$ cat src/rtl/utf8cp_pkg.sv
// shared types and constants for the utf8 to code page 437 translator
// no dependencies
package utf8cp_pkg;

	// one three byte window in, one translated character out
	typedef struct packed {
		logic [7:0] byte0;
		logic [7:0] byte1;
		logic [7:0] byte2;
	} in_t;

	typedef struct packed {
		logic [7:0] cp437_char;
		logic [1:0] bytes_used;
	} out_t;

	// table lookup outcome: hit flag and mapped character
	typedef struct packed {
		logic       hit;
		logic [7:0] ch;
	} map_t;

	localparam logic [7:0] ASCII_MAX  = 8'd127;
	localparam logic [7:0] LEAD_C2    = 8'hC2;
	localparam logic [7:0] LEAD_C3    = 8'hC3;
	localparam logic [7:0] LEAD_C6    = 8'hC6;
	localparam logic [7:0] LEAD_CE    = 8'hCE;
	localparam logic [7:0] LEAD_CF    = 8'hCF;
	localparam logic [7:0] LEAD_E2    = 8'hE2;
	localparam logic [7:0] E2_MID_81  = 8'h81;
	localparam logic [7:0] E2_MID_82  = 8'h82;
	localparam logic [7:0] E2_MID_88  = 8'h88;
	localparam logic [7:0] E2_MID_89  = 8'h89;
	localparam logic [7:0] E2_MID_8C  = 8'h8C;
	localparam logic [7:0] E2_MID_94  = 8'h94;
	localparam logic [7:0] E2_MID_95  = 8'h95;
	localparam logic [7:0] E2_MID_96  = 8'h96;

	localparam logic [1:0] USED_ONE   = 2'd1;
	localparam logic [1:0] USED_TWO   = 2'd2;
	localparam logic [1:0] USED_THREE = 2'd3;

	localparam logic [7:0] REPL_RESET = 8'd63;

endpackage

$ cat src/rtl/utf8cp_map.sv
// combinational translation of one registered byte window
// depends on utf8cp_pkg
module utf8cp_map (
	input  utf8cp_pkg::in_t   item,
	input  logic [7:0]        repl,
	output utf8cp_pkg::out_t  result
);
	import utf8cp_pkg::*;

	function automatic map_t hit(input logic [7:0] c);
		map_t r;
		r.hit = 1'b1;
		r.ch  = c;
		return r;
	endfunction

	// two byte sequences, keyed by lead and continuation
	function automatic map_t map_two(input logic [7:0] lead, input logic [7:0] b);
		map_t r;
		r = '0;
		case (lead)
			LEAD_C2: begin
				case (b)
					8'hA2: r = hit(8'd155);
					8'hA3: r = hit(8'd156);
					8'hA5: r = hit(8'd157);
					8'hAA: r = hit(8'd166);
					8'hBA: r = hit(8'd167);
					8'hBF: r = hit(8'd168);
					8'hAC: r = hit(8'd170);
					8'hBD: r = hit(8'd171);
					8'hBC: r = hit(8'd172);
					8'hA1: r = hit(8'd173);
					8'hAB: r = hit(8'd174);
					8'hBB: r = hit(8'd175);
					8'hB5: r = hit(8'd230);
					8'hB1: r = hit(8'd241);
					8'hB0: r = hit(8'd248);
					8'hB7: r = hit(8'd250);
					8'hB2: r = hit(8'd253);
					8'hA0: r = hit(8'd255);
					default: r = '0;
				endcase
			end
			LEAD_C3: begin
				case (b)
					8'h87: r = hit(8'd128);
					8'hBC: r = hit(8'd129);
					8'hA9: r = hit(8'd130);
					8'hA2: r = hit(8'd131);
					8'hA4: r = hit(8'd132);
					8'hA0: r = hit(8'd133);
					8'hA5: r = hit(8'd134);
					8'hA7: r = hit(8'd135);
					8'hAA: r = hit(8'd136);
					8'hAB: r = hit(8'd137);
					8'hA8: r = hit(8'd138);
					8'hAF: r = hit(8'd139);
					8'hAE: r = hit(8'd140);
					8'hAC: r = hit(8'd141);
					8'h84: r = hit(8'd142);
					8'h85: r = hit(8'd143);
					8'h89: r = hit(8'd144);
					8'hA6: r = hit(8'd145);
					8'h86: r = hit(8'd146);
					8'hB4: r = hit(8'd147);
					8'hB6: r = hit(8'd148);
					8'hB2: r = hit(8'd149);
					8'hBB: r = hit(8'd150);
					8'hB9: r = hit(8'd151);
					8'hBF: r = hit(8'd152);
					8'h96: r = hit(8'd153);
					8'h9C: r = hit(8'd154);
					8'hA1: r = hit(8'd160);
					8'hAD: r = hit(8'd161);
					8'hB3: r = hit(8'd162);
					8'hBA: r = hit(8'd163);
					8'hB1: r = hit(8'd164);
					8'h91: r = hit(8'd165);
					8'h9F: r = hit(8'd225);
					8'hB7: r = hit(8'd246);
					default: r = '0;
				endcase
			end
			LEAD_C6: begin
				case (b)
					8'h92: r = hit(8'd159);
					default: r = '0;
				endcase
			end
			LEAD_CE: begin
				case (b)
					8'hB1: r = hit(8'd224);
					8'h93: r = hit(8'd226);
					8'hA3: r = hit(8'd228);
					8'hA6: r = hit(8'd232);
					8'h98: r = hit(8'd233);
					8'hA9: r = hit(8'd234);
					8'hB4: r = hit(8'd235);
					8'hB5: r = hit(8'd238);
					default: r = '0;
				endcase
			end
			LEAD_CF: begin
				case (b)
					8'h80: r = hit(8'd227);
					8'hA3: r = hit(8'd228);
					8'h83: r = hit(8'd229);
					8'h84: r = hit(8'd231);
					8'h86: r = hit(8'd237);
					default: r = '0;
				endcase
			end
			default: r = '0;
		endcase
		return r;
	endfunction

	// three byte sequences after an E2 lead
	function automatic map_t map_e2(input logic [7:0] mid, input logic [7:0] b);
		map_t r;
		r = '0;
		case (mid)
			E2_MID_82: begin
				case (b)
					8'hA7: r = hit(8'd158);
					default: r = '0;
				endcase
			end
			E2_MID_96: begin
				case (b)
					8'h91: r = hit(8'd176);
					8'h92: r = hit(8'd177);
					8'h93: r = hit(8'd178);
					8'h88: r = hit(8'd219);
					8'h84: r = hit(8'd220);
					8'h8C: r = hit(8'd221);
					8'h90: r = hit(8'd222);
					8'h80: r = hit(8'd223);
					8'hA0: r = hit(8'd254);
					default: r = '0;
				endcase
			end
			E2_MID_94: begin
				case (b)
					8'h82: r = hit(8'd179);
					8'hA4: r = hit(8'd180);
					8'h90: r = hit(8'd191);
					8'h94: r = hit(8'd192);
					8'hB4: r = hit(8'd193);
					8'hAC: r = hit(8'd194);
					8'h9C: r = hit(8'd195);
					8'h80: r = hit(8'd196);
					8'hBC: r = hit(8'd197);
					8'h98: r = hit(8'd217);
					8'h8C: r = hit(8'd218);
					default: r = '0;
				endcase
			end
			E2_MID_95: begin
				case (b)
					8'hA1: r = hit(8'd181);
					8'hA2: r = hit(8'd182);
					8'h96: r = hit(8'd183);
					8'h95: r = hit(8'd184);
					8'hA3: r = hit(8'd185);
					8'h91: r = hit(8'd186);
					8'h97: r = hit(8'd187);
					8'h9D: r = hit(8'd188);
					8'h9C: r = hit(8'd189);
					8'h9B: r = hit(8'd190);
					8'h9E: r = hit(8'd198);
					8'h9F: r = hit(8'd199);
					8'h9A: r = hit(8'd200);
					8'h94: r = hit(8'd201);
					8'hA9: r = hit(8'd202);
					8'hA6: r = hit(8'd203);
					8'hA0: r = hit(8'd204);
					8'h90: r = hit(8'd205);
					8'hAC: r = hit(8'd206);
					8'hA7: r = hit(8'd207);
					8'hA8: r = hit(8'd208);
					8'hA4: r = hit(8'd209);
					8'hA5: r = hit(8'd210);
					8'h99: r = hit(8'd211);
					8'h98: r = hit(8'd212);
					8'h92: r = hit(8'd213);
					8'h93: r = hit(8'd214);
					8'hAB: r = hit(8'd215);
					8'hAA: r = hit(8'd216);
					default: r = '0;
				endcase
			end
			E2_MID_88: begin
				case (b)
					8'h9E: r = hit(8'd236);
					8'hA9: r = hit(8'd239);
					8'h99: r = hit(8'd249);
					8'h9A: r = hit(8'd251);
					default: r = '0;
				endcase
			end
			E2_MID_89: begin
				case (b)
					8'hA1: r = hit(8'd240);
					8'hA5: r = hit(8'd242);
					8'hA4: r = hit(8'd243);
					8'h88: r = hit(8'd247);
					default: r = '0;
				endcase
			end
			E2_MID_8C: begin
				case (b)
					8'h90: r = hit(8'd169);
					8'hA0: r = hit(8'd244);
					8'hA1: r = hit(8'd245);
					default: r = '0;
				endcase
			end
			E2_MID_81: begin
				case (b)
					8'hBF: r = hit(8'd252);
					default: r = '0;
				endcase
			end
			default: r = '0;
		endcase
		return r;
	endfunction

	map_t two_m;
	map_t e2_m;

	// table lookups run in parallel, lead byte picks one
	assign two_m = map_two(item.byte0, item.byte1);
	assign e2_m  = map_e2(item.byte1, item.byte2);

	always_comb begin
		if (item.byte0 <= ASCII_MAX) begin
			result.cp437_char = item.byte0;
			result.bytes_used = USED_ONE;
		end else if (item.byte0 == LEAD_E2) begin
			result.cp437_char = e2_m.hit ? e2_m.ch : repl;
			result.bytes_used = USED_THREE;
		end else if (item.byte0 == LEAD_C2 || item.byte0 == LEAD_C3 ||
				item.byte0 == LEAD_C6 || item.byte0 == LEAD_CE ||
				item.byte0 == LEAD_CF) begin
			result.cp437_char = two_m.hit ? two_m.ch : repl;
			result.bytes_used = USED_TWO;
		end else begin
			// unsupported lead or stray continuation
			result.cp437_char = repl;
			result.bytes_used = USED_ONE;
		end
	end

endmodule

$ cat src/rtl/utf8_to_cp437_translate.sv
// utf8 to code page 437 translator: the window is held in the input register, then
// the result register takes the result; throughput 1 window per cycle, set by the
// single table lookup between the input register and the result register.
// busy stays low, so a new window is taken every cycle; results cannot stall.
// arst_n clears the valid flags and loads the replacement character with 63.
// depends on utf8cp_pkg and utf8cp_map
module utf8_to_cp437_translate (
	input  logic               clk,
	input  logic               arst_n,
	input  logic               start,
	output logic               busy,
	input  utf8cp_pkg::in_t    item,
	output logic               done,
	output utf8cp_pkg::out_t   result,
	input  logic               cfg_valid,
	output logic               cfg_ready,
	input  logic [7:0]         cfg_data
);
	import utf8cp_pkg::*;

	logic       valid_s1;
	in_t        item_s1;
	logic [7:0] repl_q;
	out_t       map_out;
	out_t       result_q;
	logic       done_q;

	assign busy      = 1'b0;
	assign cfg_ready = 1'b1;

	// replacement character register
	always_ff @(posedge clk or negedge arst_n) begin
		if (!arst_n) begin
			repl_q <= REPL_RESET;
		end else if (cfg_valid && cfg_ready) begin
			repl_q <= cfg_data;
		end
	end

	// input register
	always_ff @(posedge clk or negedge arst_n) begin
		if (!arst_n) begin
			valid_s1 <= 1'b0;
		end else begin
			valid_s1 <= start && !busy;
		end
	end

	always_ff @(posedge clk) begin
		if (start && !busy) begin
			item_s1 <= item;
		end
	end

	utf8cp_map u_map (
		.item   (item_s1),
		.repl   (repl_q),
		.result (map_out)
	);

	// result register, strobe for one cycle per transaction
	always_ff @(posedge clk or negedge arst_n) begin
		if (!arst_n) begin
			done_q <= 1'b0;
		end else begin
			done_q <= valid_s1;
		end
	end

	always_ff @(posedge clk) begin
		if (valid_s1) begin
			result_q <= map_out;
		end
	end

	assign done   = done_q;
	assign result = result_q;

endmodule

$ cat config.mk
export PLATFORM = sky130hd
export DESIGN_NAME = utf8_to_cp437_translate
export DESIGN_NICKNAME = d
export VERILOG_FILES = /design/src/rtl/utf8cp_pkg.sv /design/src/rtl/utf8cp_map.sv /design/src/rtl/utf8_to_cp437_translate.sv
export SDC_FILE = /design/constraint.sdc
export NUM_CORES = 1
export LEC_CHECK = 0
export ABC_AREA = 1
export BUFFER_PORTS_ARGS = -buffer_cell sky130_fd_sc_hd__buf_2
export CORE_UTILIZATION = 55
export DETAILED_ROUTE_END_ITERATION = 7
export HOLD_SLACK_MARGIN = 0.15
export PLACE_DENSITY = 0.75
export SKIP_LAST_GASP = 1
export SLEW_MARGIN = 10
export SYNTH_ARGS = -nofsm -noshare
export SYNTH_HDL_FRONTEND = slang
export SYNTH_SLANG_ARGS = --single-unit
$ cat constraint.sdc
create_clock -name clk -period 3 [get_ports clk]
set_clock_uncertainty 0.1 [all_clocks]
set_input_delay 0.6 -clock clk [delete_from_list [all_inputs] [get_ports clk]]
set_output_delay 0.6 -clock clk [all_outputs]
set_load 0.02 [all_outputs]
### Word-level counts from Yosys, hierarchy flattened

Cells that the tools add are included.

| cells by class | value |
|---|---|
| reductions and logical operators | 5 |
| mux-type cells | 20 |
| $lt $le $gt $ge | 1 |
| equality and inequality tests | 93 |

Operators by type and width:

| kind | count |
|---|---|
| 8-bit equality test (second input constant) | 93 |
| 9-bit case mux with 35 select lines | 1 |
| 9-bit case mux with 29 select lines | 1 |
| 9-bit case mux with 18 select lines | 1 |
| 9-bit case mux with 8 select lines | 2 |
| 9-bit case mux with 11 select lines | 1 |
| 9-bit case mux with 5 select lines | 2 |
| 9-bit case mux with 9 select lines | 1 |
| 9-bit case mux with 4 select lines | 2 |
| 10-bit two-way mux | 3 |
| 9-bit two-way mux | 3 |
| 9-bit case mux with 3 select lines | 1 |
| 8-bit two-way mux | 2 |
| 8-bit by 7-bit less-or-equal comparator with 1-bit output (second input constant) | 1 |
| 1-bit logical OR | 4 |
| 2-bit OR reduction | 1 |

| storage, ports and cells | value |
|---|---|
| bits of input ports | 36 |
| logic and storage cells | 128 |
| output and inout bits | 13 |
| flip-flop bits (word level) | 44 |

### Logic depth before layout (Yosys ltp)

| logic depth | value |
|---|---|
| depth in word-level cells | 8 |
| gate-level depth with buffers | 18 |
| gate-level depth less buffers | 17 |

### Hierarchy

From an unflattened synthesis, not the netlist that was laid out.

| unflattened totals | value |
|---|---|
| cell total of the unflattened synthesis | 741 |
| area total of the unflattened synthesis | 4,304.1 µm² |

By module, submodules not included:

| module | cells each | sequential area each (µm²) | times used | area an instance (µm²) |
|---|---|---|---|---|
| utf8cp_map | 667 | 0.0 | 1 | 2,897.8 |
| utf8_to_cp437_translate | 74 | 1,278.7 | 1 | 1,406.3 |

### Least setup slack after synthesis

Ideal clock, no wire load.

| timing | value |
|---|---|
| path kind | flip-flop to flip-flop |
| from | register item_s1[12] in the netlist's numbering |
| to | register result_q (netlist bit result[4]) (data pin) |
| cell stages (with the launch flop) | 18 |
| setup time | 0.253 ns |
| buffers on the path | 1 |
| data required time | 2.647 ns |
| path slack | 0.815 ns |
| arrival time | 1.832 ns |
| clock period less this slack | 2.185 ns |
| cell sequence | edfxtp_1 -> inv_1 -> nand2_1 -> nor2_1 -> buf_2 -> nand2_1 -> nand2_1 -> inv_1 -> nand2_1 -> nor2_1 -> nand3_1 -> nand2_2 -> nand3_4 -> nand2_1 -> nand3_1 -> nand2_1 -> nor2_1 -> nor2_1 |

RTL lines:

| what | line | text |
|---|---|---|
| from (decl) | utf8_to_cp437_translate.sv:22 | `in_t item_s1;` |
| from (signal assigned) | utf8_to_cp437_translate.sv:51 | `item_s1 <= item;` |
| to (signal assigned) | utf8_to_cp437_translate.sv:72 | `result_q <= map_out;` |
| to (decl) | utf8_to_cp437_translate.sv:25 | `out_t result_q;` |

==> summary.txt <==
Die height: 88.8 um
Switching pwr: 0.478 mW
IO Pins: 49
Power density over the cells: 327 nW/um2
Status: complete, no violations
Latest clock arrival within the worst-skew pair: 0.31 ns
RSZ-0062 raised after global routing: false
Critical Path Start: item_s1[4]
TritonRoute pass-1 iters: 5
Worst-path maximum fanout: 9
# setup viols final: 0
Sw Share: 31.8%
Vias per cell: 5.66
DRC viols: 0
WL per Instance: 14.7 um
CTS Root Cell: clkbuf_8
Clock network power share: 30.1%
Int Pwr: 1.03 mW
Synth unique cells: 33
Post-synth design cell area: 4150 um2
R2R depth: 14
Die Width: 88.8 um
TritonCTS clock tree: built
Pin count of the biggest net entering global routing: 26
Power, Total: 1.50 mW
Most common cell on crit path: nand2_1
First-pass GRT wire length: 20600 um
Synth warn: 0
Logic pwr share: 19.0%
Post-Synthesis Net Count: 754
Critical path launch point type: register
DR top layer: met4
CP arrival: 2.75 ns
Number of setup buffers added after CTS: 0
Slew HR: 57.6%
Post-DRT Antenna Nets: 0
Register bit count reported by yosys: 44
Routed WL: 12700 um
Share of power burned in registers: 50.9%
H-tree levels: 2
Actual slew at the worst max-slew pin: 0.636 ns
Peak Freq: 0.360 GHz
Antenna Cells: 0
Slowest-stage cell, CP: edfxtp_1
I/O Buffers: 46
Worst Setup End Kind: register
Detail Placement HPWL: 10200 um
LEAKAGE: 2.56 nW
Hold depth: 1
Setup TNS: 0 ns
R2R Setup Slk: 0.22 ns
Initial antenna violation count: 0
Initial Utilization: 57.2%
CTS max path bufs: 2
Core area: 7250 um2
Final critical-path share of the clock period: 92.6%
Reg-to-reg critical path endpoint: result[3]
Final Hold Viols: 0
Sequential share of the synthesized area: 30.8%
Crit Path Class: reg2reg
Reg2Reg Launch Point: item_s1[4]
Final Instance Area: 4600 um2
Met1 wire length: 5300 um
Final min period: 2.78 ns
Peak VDD IR: 0.000281 V
CTS Sinks: 44
GRT Util Overall: 34.1%
End point of the critical path: result[3]
Multi-input gate area: 2570 um2
Avg Synthesized Cell Area: 5.77 um2
Maxcap violations: 0
Share of layout cells above drive strength 1: 11.4%
Placer Congestion: 0.999
Slowest stage delay, CP: 0.48 ns
Filler cell count: 719
Site row count: 31
DRT iter0 DRCs: 526
DIE AREA: 7890 um2
Critical Path RT: 2.97 ns
Vias in the first global route: 4551
Area after DPL: 4480 um2
Met2 routed WL: 6010 um
Worst path top cell family by delay: simple AND/OR/NAND/NOR gates
Slew Limit Fails: 0
GRT overflow: 0
Bufs and invs on worst path: 1
Total CTS buffers: 5
Post-Syn Instances: 718
Met3 routed WL: 1040 um
Clock transition at path regs: 0.10 ns
Hold Crit Class: in2reg
Register Area: 1280 um2
Fin nets: 804
Vias post-DR: 4916
Critical Path Stages: 14
Area grow syn2layout: 11.0%
CP cell instances: inv_2 > nand2_1 > nor2_2 > nand2_1 > nor3_1 > nor2_1 > nand3b_1 > nor2_1 > nand2_1 > nand3_1 > nand3_1 > nand2_1 > nand2_1 > nand2_1
placed cells by master, fill, tap and decap left out, types with 3 or more instances in the layout:
cell	n
o21ai_0	18
inv_1	63
nand2_1	281
inv_2	4
nand3_1	55
buf_4	3
o21ai_1	4
clkbuf_8	5
nor3_1	17
buf_2	46
dfstp_2	6
a21oi_1	14
dfrtp_1	4
nor2_1	157
nor2_2	6
edfxtp_1	34
nand4_1	21
nand2_2	8
state kept, by name, indices dropped and copies added (netlist names):
| signal | cells |
|---|---|
| item_s1 | 24 |
| result | 10 |
| repl_q | 8 |
| done | 1 |
| valid_s1 | 1 |
final cells by class:
type / instances / area share [%]
Multi-Input combinational cell: 600 / 56.0
Sequential cell: 44 / 27.8
Inverter: 67 / 5.47
Clock buffer: 6 / 2.04
Tap cell: 99 / 2.69
Timing Repair Buffer: 50 / 5.71
Clock inverter: 2 / 0.326
repair_timing:
| item | in CTS | in global routing |
|---|---|---|
| hold endpoints to repair | 4 | 0 |
| resized for setup | 0 | 2 |
| hold buffers | 1 | 0 |
| endpoints found under the setup margin | 0 | 7 |
power groups by stage:
stage               combinational, mW  clock [mW]  sequential, mW
floorplan                       0.178           0           0.779
global placement                0.274           0           0.775
detailed placement              0.278           0           0.777
CTS                             0.280       0.450           0.764
global route                    0.321       0.475           0.772
finish                          0.286       0.452           0.766
cells in the mapped netlist, drive strengths merged:
| cell type | number | share of area (%) |
|---|---|---|
| nand3 | 56 | 7.1 |
| conb | 2 | 0.18 |
| o31ai | 1 | 0.18 |
| mux2 | 1 | 0.27 |
| a31oi | 2 | 0.30 |
| o211ai | 1 | 0.18 |
| o2111ai | 1 | 0.21 |
| a211oi | 1 | 0.18 |
| and3 | 1 | 0.15 |
| nor3 | 19 | 2.7 |
| nand4 | 21 | 3.2 |
| o21ai | 22 | 2.7 |
| dfrtp | 4 | 2.4 |
| edfxtp | 34 | 25 |
| nor4 | 1 | 0.30 |
| nand2 | 289 | 27 |
| a21oi | 14 | 1.7 |
| dfstp | 6 | 3.8 |
| nor2 | 165 | 16 |
| inv | 67 | 6.1 |
| buf | 6 | 1.0 |
| nand3b | 2 | 0.36 |
| clkbuf | 1 | 0.090 |
| a21boi | 1 | 0.18 |
routing by layer:
metal	up-vias	GRT usage (%)
met2	261	58.1
met1	2213	44.1
li1	2396	-
met4	0	14.2
met3	46	3.64
met5	-	0
metrics by stage:
stage                     hold slack, ns  utilization [%]  cells  setup WS [ns]
final                              0.358             63.4    868          0.222
after global routing               0.353             63.4    868         0.0493
after CTS                          0.364             63.3    868          0.219
after detailed placement           0.360             61.7    859          0.253
after global placement             0.360             61.7    859          0.315
after floorplan                    0.204                -    718          0.815
worst min path at each step:
| stage | startpoint | endpoint | slack, ns |
|---|---|---|---|
| floorplan | arst_n | done | 0.20 |
| global placement | arst_n | repl_q[6] | 0.36 |
| detailed placement | arst_n | repl_q[6] | 0.36 |
| CTS | item[13] | item_s1[13] | 0.36 |
| global route | item[12] | item_s1[12] | 0.35 |
| finish | item[12] | item_s1[12] | 0.36 |
cell families (layout without fill, tap and decap cells):
group                  after synthesis  count (layout)  synth area share, %
AND/OR/NAND/NOR                    554             554                 55.9
flip-flops                          44              44                 30.8
buffers and inverters               74             125                 7.18
multiplexers                         1               1                0.272
other                                2               2                0.181
AO/OA/AOI/OAI                       43              43                 5.58
No activity file was read; power rests on OpenSTA's default activity.
